**src/hw/rtl/nrc_jobq.sv**
```systemverilog
// ----------------------------------------------------------------------------
// nrc_jobq
// Two-entry queue of work descriptors between the front and the back end.
// ----------------------------------------------------------------------------
`default_nettype none

module nrc_jobq #(
	parameter int WIDTH = 8
) (
	input  wire logic             clk,
	input  wire logic             arst_n,
	input  wire logic             wr,
	input  wire logic [WIDTH-1:0] wdata,
	output logic                  q_full,
	input  wire logic             rd,
	output logic                  q_valid,
	output logic      [WIDTH-1:0] rdata
);

	logic [WIDTH-1:0] ent_q [2];
	logic             wp_q, rp_q;
	logic [1:0]       cnt_q;
	logic             do_wr, do_rd;

	assign q_full  = (cnt_q == 2'd2);
	assign q_valid = (cnt_q != 2'd0);
	assign rdata   = ent_q[rp_q];
	assign do_wr   = wr && !q_full;
	assign do_rd   = rd && q_valid;

	// store entries
	always_ff @(posedge clk) begin
		if (do_wr) begin
			ent_q[wp_q] <= wdata;
		end
	end

	// advance pointers and fill level
	always_ff @(posedge clk or negedge arst_n) begin
		if (!arst_n) begin
			wp_q  <= 1'b0;
			rp_q  <= 1'b0;
			cnt_q <= 2'd0;
		end else begin
			if (do_wr) wp_q <= ~wp_q;
			if (do_rd) rp_q <= ~rp_q;
			case ({do_wr, do_rd})
				2'b10:   cnt_q <= cnt_q + 2'd1;
				2'b01:   cnt_q <= cnt_q - 2'd1;
				default: cnt_q <= cnt_q;
			endcase
		end
	end

endmodule

`default_nettype wire

```
**config.mk**
```make
export PLATFORM = sky130hd
export DESIGN_NAME = nrc_jobq
export DESIGN_NICKNAME = d
export VERILOG_FILES = /design/src/hw/rtl/nrc_jobq.sv
export SDC_FILE = /design/constraint.sdc
export NUM_CORES = 1
export LEC_CHECK = 0
export ABC_CLOCK_PERIOD_IN_PS = 2000
export BUFFER_PORTS_ARGS = -buffer_cell sky130_fd_sc_hd__buf_2
export CAP_MARGIN = 20
export CORE_MARGIN = 10
export CORE_UTILIZATION = 48
export DETAILED_ROUTE_END_ITERATION = 10
export PLACE_DENSITY_LB_ADDON = 0.05
export REMOVE_ABC_BUFFERS = 1
export SLEW_MARGIN = 40
export SYNTH_ARGS = -nofsm -noshare
export SYNTH_HDL_FRONTEND = slang
export SYNTH_SLANG_ARGS = --single-unit
```
**constraint.sdc**
```tcl
create_clock -name clk -period 2 [get_ports clk]
set_clock_uncertainty 0.2 [all_clocks]
set_input_delay 0.4 -clock clk [delete_from_list [all_inputs] [get_ports clk]]
set_output_delay 0.4 -clock clk [all_outputs]
set_load 0.02 [all_outputs]
```
==> impl_metrics.yaml <==
floorplan:
  die_width_um: 60.2
  core_area_mm2: 0.00152
  die_area_mm2: 0.00362
  ios: 22
  num_rows: 14
  start_util_pct: 50.8
  die_y_um: 60.2
global_routing:
  gr-usage-all-layers_pct: 7.02
  grt-ovfl-total: 0
  grt_max_degree: 12
  grt_pass1_vias: 434
  antenna_found_initial: 0
  grt_pass1_wl_mm: 1.95
power:
  leakagePower_uw: 0.000397
  peakVddDrop_mv: 1.03
  powerDensity_mw_per_mm2: 1480
sta:
  finalSetupViolCount: 0
  period_minus_slack_ns: 1.91
  worstMarginPinSlew_ns: 0.385
  grt_setup_unrepaired: "no"
  fmax_mhz: 525
  fin_crit_sh_pct: 95.3
  slew_headroom_pct: 74.3
  drv_slew: 0
  fin_tns_setup_ns: 0
  timing.hold.ws_ns: 0.0967
  hold_viol_final: 0
  fin_ws_ns: 0.0937
worst_setup_path:
  critPathMaxFanout: 9
  r2r_setup_slack_ns: 0.30
  worstPathBufferInverterCount: 1
  arrival_ns: 1.31
  crit_family: "flip-flops"
  worstReg2RegEnd: "cnt_q[1]$_DFFE_PN0P_"
  critPathRequiredTime_ns: 1.40
  r2r_cells: 5
  critical-path-max-stage-delay_ns: 0.50
  start_kind: "flip-flop"
  crit_type: "flip-flop to primary output"
  worstReg2RegStart: "cnt_q[1]$_DFFE_PN0P_"
  cp_slowest_cell: "dfrtp_2"
  crit_path_end_kind: "primary output"
  path_cells: "mux2_2 -> buf_2"
routing:
  drt_iter0_markers: 12
  drc_errors: 0
  first_pass_iters: 3
  num_vias: 406
  viasPerCell: 4.72
  wl_mm: 1.26
  ant_nets: 0
  routedWlPerCell_um: 14.7
clock_network:
  cts_root_buf: "clkbuf_4"
  cts.path.max_buffers: 2
  cts_setup_buffers: 0
  clk_latency_ns: 0.28
  cts-htree-levels: 1
  clkSlewWorstSetupHoldPaths_ns: 0.11
  clock-sinks: 20
  cts_buffers: 3
  tritoncts: "built"
synth:
  ys_seq_elements: 20
  synthesis.instances: 43
  syn_area_um2: 774
  yosysSeqAreaShare_pct: 75.0
  synth_area_per_cell_um2: 18.0
  ys.warnings.count: 0
  yosysUniqueCellTypes: 14
placed_design:
  io_buffers: 21
  place_congestion: 0.653
  dpl-instance-area_um2: 910
  post-place-ws_ns: 0.296
  hpwl_um: 948
status:
  outcome: "completed"
cells_and_area:
  fin_area_um2: 957
  synthToLayoutAreaGrowth_pct: 23.6
  final_layout_size_suffix_gt1_share_pct: 52.9
  antennaDiodeCount: 0
  nets: 84
hold_path:
  worstHoldPathType: "input pin to flip-flop"
  worstHoldStart: "wdata[5]"
  holdPathStages: 1
  whs_endpoint: "ent_q[1][5]$_DFFE_PP_"
run:
  timing.max_cap.violations: 0
[per-layer routing]
layer	GRT usage [%]	up-vias	part of all wire [%]
met3	3.60	0	9.5
met2	11.0	14	43
li1	-	209	-
met1	8.94	183	47
met4	0	0	0
met5	0	-	0
[stage by stage]
stage	std cells	power [uW]	util, %
finish	86	1410	62.8
global placement	81	1200	59.7
floorplan	42	1030	-
global route	86	1510	62.8
CTS	86	1440	62.8
detailed placement	81	1210	59.7
[worst max-delay path by stage]
| stage | startpoint | endpoint | slack, ns | cells past startpoint |
|---|---|---|---|---|
| finish | rp_q$_DFFE_PN0P_ | rdata[7] | 0.09 | 2 |
| global route | rp_q$_DFFE_PN0P_ | rdata[4] | 0.03 | 2 |
| floorplan | cnt_q[0]$_DFFE_PN0P_ | cnt_q[1]$_DFFE_PN0P_ | 0.28 | 5 |
| CTS | rp_q$_DFFE_PN0P_ | rdata[7] | 0.08 | 2 |
| global placement | rp_q$_DFFE_PN0P_ | rdata[7] | 0.29 | 2 |
| detailed placement | rp_q$_DFFE_PN0P_ | rdata[7] | 0.30 | 2 |
[registers in the layout (all words and copies together) (netlist names)]
name   cells
cnt_q      2
ent_q     16
rp_q       1
wp_q       1
[cells in the mapped netlist]
cell | n | area share (%)
ha_1 | 1 | 1.6
and2_4 | 1 | 1.1
xnor2_1 | 3 | 3.4
or2_1 | 1 | 0.81
and3_1 | 1 | 0.81
nand2_1 | 1 | 0.48
nand2b_1 | 1 | 0.81
mux2_2 | 8 | 12
inv_1 | 1 | 0.48
edfxtp_1 | 16 | 62
buf_2 | 1 | 0.65
xor2_1 | 2 | 2.3
dfrtp_1 | 4 | 13
nor2_1 | 2 | 0.97
[worst register-to-register path: stages (launching register included)]
cell     delay, ns
dfrtp_1       0.42
or2_1         0.25
and2_4        0.17
ha_1          0.29
nor2_1        0.14
xor2_1        0.16
[report_power, final]
group / switching (uW) / internal [uW] / total, uW
clock network: 113 / 111 / 224
logic: 282 / 246 / 528
registers: 78.9 / 584 / 663
total: 474 / 941 / 1410
[placed cells by master (no fill, tap or decap)]
cell,instances
and2_4,1
and3_1,1
buf_2,21
buf_4,2
clkbuf_4,3
clkbuf_8,1
dfrtp_1,3
dfrtp_2,1
dlygate4sd3_1,1
edfxtp_1,16
ha_1,1
inv_1,1
mux2_2,8
nand2_1,1
nand2b_1,1
nor2_1,2
or2_1,1
xnor2_1,3
xor2_1,2
[cell type report]
| cell class | count | area, um2 |
|---|---|---|
| multi-input cells | 21 | 185 |
| flip-flops and latches | 20 | 582 |
| clock buffers | 4 | 36.3 |
| well taps | 16 | 20.0 |
| repair buffers | 24 | 130 |
| fillers | 112 | 567 |
| inverters | 1 | 3.75 |
[kinds of logic after synthesis]
kind of cell	count (synthesis)	synth area share [%]
xor+xnor	5	5.66
fa+ha+maj	1	1.62
buf+inv	2	1.13
flops	20	75.0
mux	8	11.6
simple gates	7	5.01
[timing repair]
| action | in CTS | in global routing |
|---|---|---|
| hold endpoints to repair | 4 | 0 |
| resized for setup | 1 | 0 |
| setup endpoints to repair | 8 | 0 |
| hold buffers | 1 | 0 |
No activity file was read; power rests on OpenSTA's default activity.
