==> config.mk <==
export PLATFORM = sky130hd
export DESIGN_NAME = nrc_front
export DESIGN_NICKNAME = d
export VERILOG_FILES = /design/src/hw/rtl/nrc_pkg.sv /design/src/hw/rtl/nrc_front.sv
export SDC_FILE = /design/constraint.sdc
export NUM_CORES = 2
export LEC_CHECK = 0
export BUFFER_PORTS_ARGS = -buffer_cell sky130_fd_sc_hd__buf_2
export CAP_MARGIN = 10
export CORE_AREA = 2 2 480 482
export DETAILED_ROUTE_END_ITERATION = 8
export DIE_AREA = 0 0 482 484
export GPL_ROUTABILITY_DRIVEN = 0
export PLACE_DENSITY = 0.72
export SYNTH_ARGS = -nofsm -noshare
export SYNTH_HDL_FRONTEND = slang
export SYNTH_SLANG_ARGS = --single-unit
==> constraint.sdc <==
create_clock -name clk -period 13.8 [get_ports clk]
set_clock_uncertainty 0.1 [all_clocks]
set_input_delay 2.07 -clock clk [delete_from_list [all_inputs] [get_ports clk]]
set_output_delay 2.07 -clock clk [all_outputs]
set_load 0.01 [all_outputs]
==> src/hw/rtl/nrc_pkg.sv <==
// ----------------------------------------------------------------------------
// nrc_pkg
// Shared constants, codes and state types of the n-gram repeat counter.
// ----------------------------------------------------------------------------
`default_nettype none

package nrc_pkg;

	// default sizes
	localparam int MAX_LEN_DEF       = 16;
	localparam int TABLE_ENTRIES_DEF = 1024;

	// hashing constants
	localparam logic [63:0] FNV_BASIS = 64'hcbf29ce484222325;
	localparam logic [31:0] MIX_C1    = 32'h7feb352d;
	localparam logic [31:0] MIX_C2    = 32'h846ca68b;

	localparam logic [4:0]  LEN_RESET = 5'd4;
	localparam logic [31:0] COUNT_MAX = 32'hffffffff;
	localparam int          TOKEN_W   = 64;
	localparam int          LEN_W     = 5;

	// result status codes
	typedef enum logic [2:0] {
		ST_FILLING = 3'd0,
		ST_NEW     = 3'd1,
		ST_COUNTED = 3'd2,
		ST_FULL    = 3'd3,
		ST_CLEARED = 3'd4
	} status_t;

	// kinds of work handed from front to back
	typedef enum logic [1:0] {
		JK_FILL   = 2'd0,
		JK_CLEAR  = 2'd1,
		JK_LOOKUP = 2'd2
	} job_kind_t;

	typedef enum logic [2:0] {
		F_IDLE,
		F_HASH,
		F_MIX,
		F_MOD,
		F_ENQ
	} fe_state_t;

	typedef enum logic [2:0] {
		B_CLEAR,
		B_IDLE,
		B_SLOT_RD,
		B_SLOT_CHK,
		B_KEY_RD,
		B_KEY_CHK,
		B_KEY_WR
	} be_state_t;

	// back-end status seen by the top level
	typedef struct packed {
		logic clearing;
		logic busy;
	} be_stat_t;

endpackage

`default_nettype wire

==> src/hw/rtl/nrc_front.sv <==
// ----------------------------------------------------------------------------
// nrc_front
// Front end: takes items, keeps the token window, hashes full windows
// byte by byte, folds and reduces the hash to a start slot, queues the work.
// ----------------------------------------------------------------------------
`default_nettype none

module nrc_front #(
	parameter int MAX_LEN       = nrc_pkg::MAX_LEN_DEF,
	parameter int TABLE_ENTRIES = nrc_pkg::TABLE_ENTRIES_DEF,
	localparam int WIDX = (MAX_LEN > 1) ? $clog2(MAX_LEN) : 1,
	localparam int IW   = $clog2(TABLE_ENTRIES),
	localparam int JW   = MAX_LEN * 64 + 64 + 32 + 5 + IW + 2
) (
	input  wire logic          clk,
	input  wire logic          arst_n,
	input  wire logic          push,
	input  wire logic          hold,
	output logic               full,
	input  wire logic          operation,
	input  wire logic [63:0]   token,
	input  wire logic [31:0]   position,
	input  wire logic          cfg_wr,
	input  wire logic [4:0]    cfg_data,
	output logic               job_wr,
	output logic      [JW-1:0] job_data,
	input  wire logic          job_full
);

	// floor(2^32 / TABLE_ENTRIES): the quotient estimate is at most one short
	localparam logic [31:0] RECIP = 32'((64'd1 << 32) / 64'(TABLE_ENTRIES));

	nrc_pkg::fe_state_t state_q, state_nx;

	logic [63:0]   win_q [MAX_LEN];
	logic [4:0]    len_q, fill_q, n;
	logic [9:0]    cnt_q, hash_last, tw;
	logic [2:0]    mstep_q;
	logic [1:0]    mod_step_q;
	logic [63:0]   hash_q, hx, hword;
	logic [7:0]    hbyte;
	logic [31:0]   mul_q, acc_q, h32_q, hi_pre;
	logic [31:0]   rem_q;
	logic [63:0]   prod_q;
	logic [31:0]   pos_q;
	nrc_pkg::job_kind_t kind_q;
	logic          accept;
	logic [4:0]    fill_nx;
	logic [MAX_LEN*64-1:0] tok_flat;

	assign full   = (state_q != nrc_pkg::F_IDLE) || hold;
	assign accept = push && !full;

	// effective n-gram length
	always_comb begin
		if (len_q == 5'd0) begin
			n = 5'd1;
		end else if (7'(len_q) > 7'(MAX_LEN)) begin
			n = 5'(MAX_LEN);
		end else begin
			n = len_q;
		end
	end

	assign fill_nx   = (fill_q < n) ? fill_q + 5'd1 : n;
	assign hash_last = 10'd3 + {2'b00, n, 3'b000};

	// pick the next byte of the key stream: n first, three zero bytes, then tokens
	assign tw    = cnt_q - 10'd4;
	assign hword = win_q[WIDX'(tw[9:3])];
	always_comb begin
		if (cnt_q < 10'd4) begin
			hbyte = (cnt_q == 10'd0) ? {3'b000, n} : 8'd0;
		end else begin
			hbyte = 8'(hword >> {tw[2:0], 3'b000});
		end
	end

	// one FNV-1a step, prime = 2^40 + 0x1b3
	assign hx = hash_q ^ {56'd0, hbyte};

	assign hi_pre = hash_q[63:32] ^ (hash_q[63:32] >> 16);

	// flatten the window for the work descriptor
	always_comb begin
		for (int i = 0; i < MAX_LEN; i++) begin
			tok_flat[i*64 +: 64] = win_q[i];
		end
	end

	// next state
	always_comb begin
		state_nx = state_q;
		unique case (state_q)
			nrc_pkg::F_IDLE: begin
				if (accept) begin
					if (!operation && fill_nx >= n) state_nx = nrc_pkg::F_HASH;
					else                            state_nx = nrc_pkg::F_ENQ;
				end
			end
			nrc_pkg::F_HASH: begin
				if (cnt_q == hash_last) state_nx = nrc_pkg::F_MIX;
			end
			nrc_pkg::F_MIX: begin
				if (mstep_q == 3'd4) state_nx = nrc_pkg::F_MOD;
			end
			nrc_pkg::F_MOD: begin
				if (mod_step_q == 2'd2) state_nx = nrc_pkg::F_ENQ;
			end
			nrc_pkg::F_ENQ: begin
				if (!job_full) state_nx = nrc_pkg::F_IDLE;
			end
			default: state_nx = nrc_pkg::F_IDLE;
		endcase
	end

	// outputs
	always_comb begin
		job_wr   = 1'b0;
		job_data = {kind_q, n, pos_q, hash_q, rem_q[IW-1:0], tok_flat};
		unique case (state_q)
			nrc_pkg::F_ENQ: job_wr = !job_full;
			default:        job_wr = 1'b0;
		endcase
	end

	// control state
	always_ff @(posedge clk or negedge arst_n) begin
		if (!arst_n) begin
			state_q <= nrc_pkg::F_IDLE;
			len_q   <= nrc_pkg::LEN_RESET;
			fill_q  <= 5'd0;
		end else begin
			state_q <= state_nx;
			if (accept) begin
				fill_q <= operation ? 5'd0 : fill_nx;
			end
			// a length write also empties the window
			if (cfg_wr) begin
				len_q  <= cfg_data;
				fill_q <= 5'd0;
			end
		end
	end

	// window shift and datapath
	always_ff @(posedge clk) begin
		if (accept) begin
			kind_q <= operation ? nrc_pkg::JK_CLEAR :
				(fill_nx >= n) ? nrc_pkg::JK_LOOKUP : nrc_pkg::JK_FILL;
			pos_q  <= position;
			hash_q <= nrc_pkg::FNV_BASIS;
			cnt_q  <= 10'd0;
			if (!operation) begin
				for (int i = 0; i < MAX_LEN; i++) begin
					if (fill_q < n) begin
						if (7'(i) == 7'(fill_q)) win_q[i] <= token;
					end else if (7'(i) + 7'd1 < 7'(n)) begin
						win_q[i] <= win_q[(i + 1) % MAX_LEN];
					end else if (7'(i) + 7'd1 == 7'(n)) begin
						win_q[i] <= token;
					end
				end
			end
		end
		case (state_q)
			nrc_pkg::F_HASH: begin
				hash_q  <= (hx << 40) + (hx << 8) + (hx << 7) + (hx << 5)
					+ (hx << 4) + (hx << 1) + hx;
				cnt_q   <= cnt_q + 10'd1;
				mstep_q <= 3'd0;
			end
			nrc_pkg::F_MIX: begin
				mstep_q <= mstep_q + 3'd1;
				case (mstep_q)
					3'd0: mul_q <= 32'((hash_q[31:0] ^ (hash_q[31:0] >> 16))
						* nrc_pkg::MIX_C1);
					3'd1: mul_q <= 32'((mul_q ^ (mul_q >> 15)) * nrc_pkg::MIX_C2);
					3'd2: begin
						acc_q <= mul_q ^ (mul_q >> 16);
						mul_q <= 32'(hi_pre * nrc_pkg::MIX_C1);
					end
					3'd3: mul_q <= 32'((mul_q ^ (mul_q >> 15)) * nrc_pkg::MIX_C2);
					default: begin
						h32_q      <= acc_q ^ mul_q ^ (mul_q >> 16);
						mod_step_q <= 2'd0;
					end
				endcase
			end
			// remainder by the table size: estimate quotient, subtract, correct once
			nrc_pkg::F_MOD: begin
				mod_step_q <= mod_step_q + 2'd1;
				case (mod_step_q)
					2'd0: prod_q <= 64'(h32_q) * 64'(RECIP);
					2'd1: rem_q  <= h32_q - 32'(prod_q[63:32] * 32'(TABLE_ENTRIES));
					default: begin
						if (rem_q >= 32'(TABLE_ENTRIES))
							rem_q <= rem_q - 32'(TABLE_ENTRIES);
					end
				endcase
			end
			default: begin
			end
		endcase
	end

endmodule

`default_nettype wire

==> summary.md <==
| Metric | Value |
|---|---|
| Share of cells above drive strength 1 | 32.5% |
| IO buf count | between 1k and 1.5k |
| Largest net degree at the start of global routing | 114 |
| Core Region | ~230,000 um2 |
| Die area | roughly 230,000 um2 |
| Area Growth Syn to Fin | 14.9% |
| CTS H-Tree Depth | 4 |
| Crit. End Element | flop |
| # hold bufs at CTS | 0 |
| Via count | roughly 74k |
| Post-CTS Resized | 0 |
| ANT nets after route | 0 |
| Max Clk Rate | approximately 0.084 GHz |
| CP bufs+invs | 4 |
| Row count | 176 |
| Via/cell ratio | 6.28 |
| DPL Wire Length | 357,000 um |
| Synth top cells by count | 1,307 x inv_1, 1,199 x edfxtp_1, 904 x mux2_2 |
| Initial Util | between 40% and 50% |
| Register area share after synthesis | between 30% and 40% |
| RSZ-0062 raised after global routing | false |
| Status | complete, no violations |
| Final TNS setup | 0 ps |
| Grt ovf | 0 |
| CTS sink cnt | between 1k and 1.5k |
| Share of the synthesized area in the top cell type | a little under two fifths |
| DRT iter0 DRCs | between 10k and 15k |
| Worst-Skew Late Latency | ~900 ps |
| Synth Net Count | about 9k |
| DR pass1 iterations | 6 |
| Initial antenna violation count | 97 |
| Layout fillers | approximately 20k |
| Crit Path Max Fanout | 74 |
| TritonCTS Buffers | between 100 and 150 |
| Die height | 484 um |
| CP top delay family | compound AO/OA/AOI/OAI gates |
| Slew Limit Fails | 0 |
| Post-synth top area cell | edfxtp_1 |
| Max cap viols | 0 |
| Final min period | approximately 12,000 ps |
| Setup violators final | 0 |
| Slew Limit Headroom | between 15 and 20% |
| Synth Cell Area | roughly 96,000 um2 |
| DRC violations left | 0 |
| I/O pin count | 1,247 |
| Fin. Hold Viols | 0 |
| Gr usage total | roughly 40% |
| CTS Buffer Depth | 3 |
| Post-CTS Setup Repair Bufs | 0 |
| Yosys cell types | 97 |
| Die width | between 400 and 500 um |
| Final period util | a little under nine tenths |
| Most common cell in the netlist | inv_1 |
| Worst hold path class | reg2reg |
| Avg Synthesized Cell Area | about 13 um2 |
| DRT Wirelength | approximately 460,000 um |
| CTS tree | done |
| Synth Flop Type | edfxtp_1 |
| WS Path Type | reg2reg |
| Crit path max-delay cell type | ha_4 |
| Root Driver | clkbuf_16 |
| Seq cells post-synth | 1,212 |
| Slowest cell delay on critical path | between 800 and 900 ps |
| Post-synth ARST share | 1.07% |
| Critical Path AT | between 10,000 and 15,000 ps |
| Mapped Cells | between 7k and 8k |
| Main area contributors after synthesis | edfxtp_1 37%, fa_1 17%, mux2_2 11% |
| Nets | around 10k |
| Post-DR wirelength/cell | 39.0 um |
| Global-route wire length before repair | around 620,000 um |
| WP data required | approximately 14,000 ps |
| Post-synth EDFFs | between 1k and 1.5k |
| Clk slew on worst S/H paths | 60 ps |
| Worst setup SP type | flop |
| Synth Warn # | 0 |
| Number of global-route vias before repair | just over 70k |
| Worst-Margin Slew | 1240 ps |
per-stage QoR:
stage	cells	instance area (um2)	hold WS, ps	worst slack (ps)	util (%)
after global routing	11700	110000	444	1340	48.2
after floorplan	7472	96200	403	4740	-
final	11800	111000	426	1910	48.4
after global placement	11400	106000	411	2590	46.2
after CTS	11700	110000	424	2250	48.2
after detailed placement	11400	106000	413	2270	46.2
state kept, by name, indices dropped and copies added (netlist names):
register / flops
cnt_q: 10
mul_q: 32
acc_q: 10
h32_q: 10
mod_step_q: 2
rem_q: 10
win_q: 1024
pos_q: 32
len_q: 5
mstep_q: 3
hash_q: 64
state_q: 3
kind_q: 2
fill_q: 5
layer usage:
metal / GRT usage (%) / wire (um)
met2: 54.2 / 187000
met1: 45.8 / 150000
met5: 0.269 / 257
met4: 28.0 / 44500
met3: 19.9 / 78300
cell type report:
type	instances	area, um2	share of cell area, %
antenna	133	333	0.301
clock buffer	164	3520	3.18
clock inverter	76	1150	1.04
inverter	1308	4910	4.44
multi-input combinational	4487	53100	48.0
sequential	1212	36300	32.9
tap	3026	3790	3.43
timing repair buffer	1396	7420	6.71
layout by cell type, fill, tap and decap left out, types with 26 or more instances in the layout:
master	instances
clkbuf_16	136
a21o_1	80
o21ai_0	107
a21oi_1	149
xor2_1	133
nand2b_1	30
fa_1	812
nor2_1	154
mux4_2	235
o21a_1	26
edfxtp_1	1199
xnor2_1	192
inv_1	1305
and3_1	49
a211oi_1	33
ha_1	704
nand2_1	268
clkbuf_1	27
diode_2	133
a22oi_1	27
buf_2	1246
buf_4	145
nor3_1	33
mux2_2	904
a31oi_1	44
nand3_1	75
a22o_1	67
worst paths after layout:
path	start	end	slack (ps)	cells past startpoint
setup reg to reg	cnt_q[2]	hash_q[58]	1910	26
hold / removal	h32_q[7]	rem_q[7]	430	1
setup / recovery	cnt_q[2]	hash_q[58]	1910	26
max in group asynchronous	arst_n	len_q[2]	12220	1
hold reg to reg	h32_q[7]	rem_q[7]	430	1
min in group asynchronous	arst_n	len_q[0]	1070	1
cells by family after synthesis:
logic type	after synthesis	share of synthesized area, %
muxes	1171	16.7
AOI/OAI and AO/OA	713	5.08
DFF	1212	37.8
and+or+nand+nor	749	3.71
adders and majority gates	1518	26.1
xor gates and xnor gates	336	3.19
buffers and inverters	1773	7.50
Power is left out: the tool's default activity adds up to more than one toggle a clock period on the data nets, which glitch-free logic cannot reach.
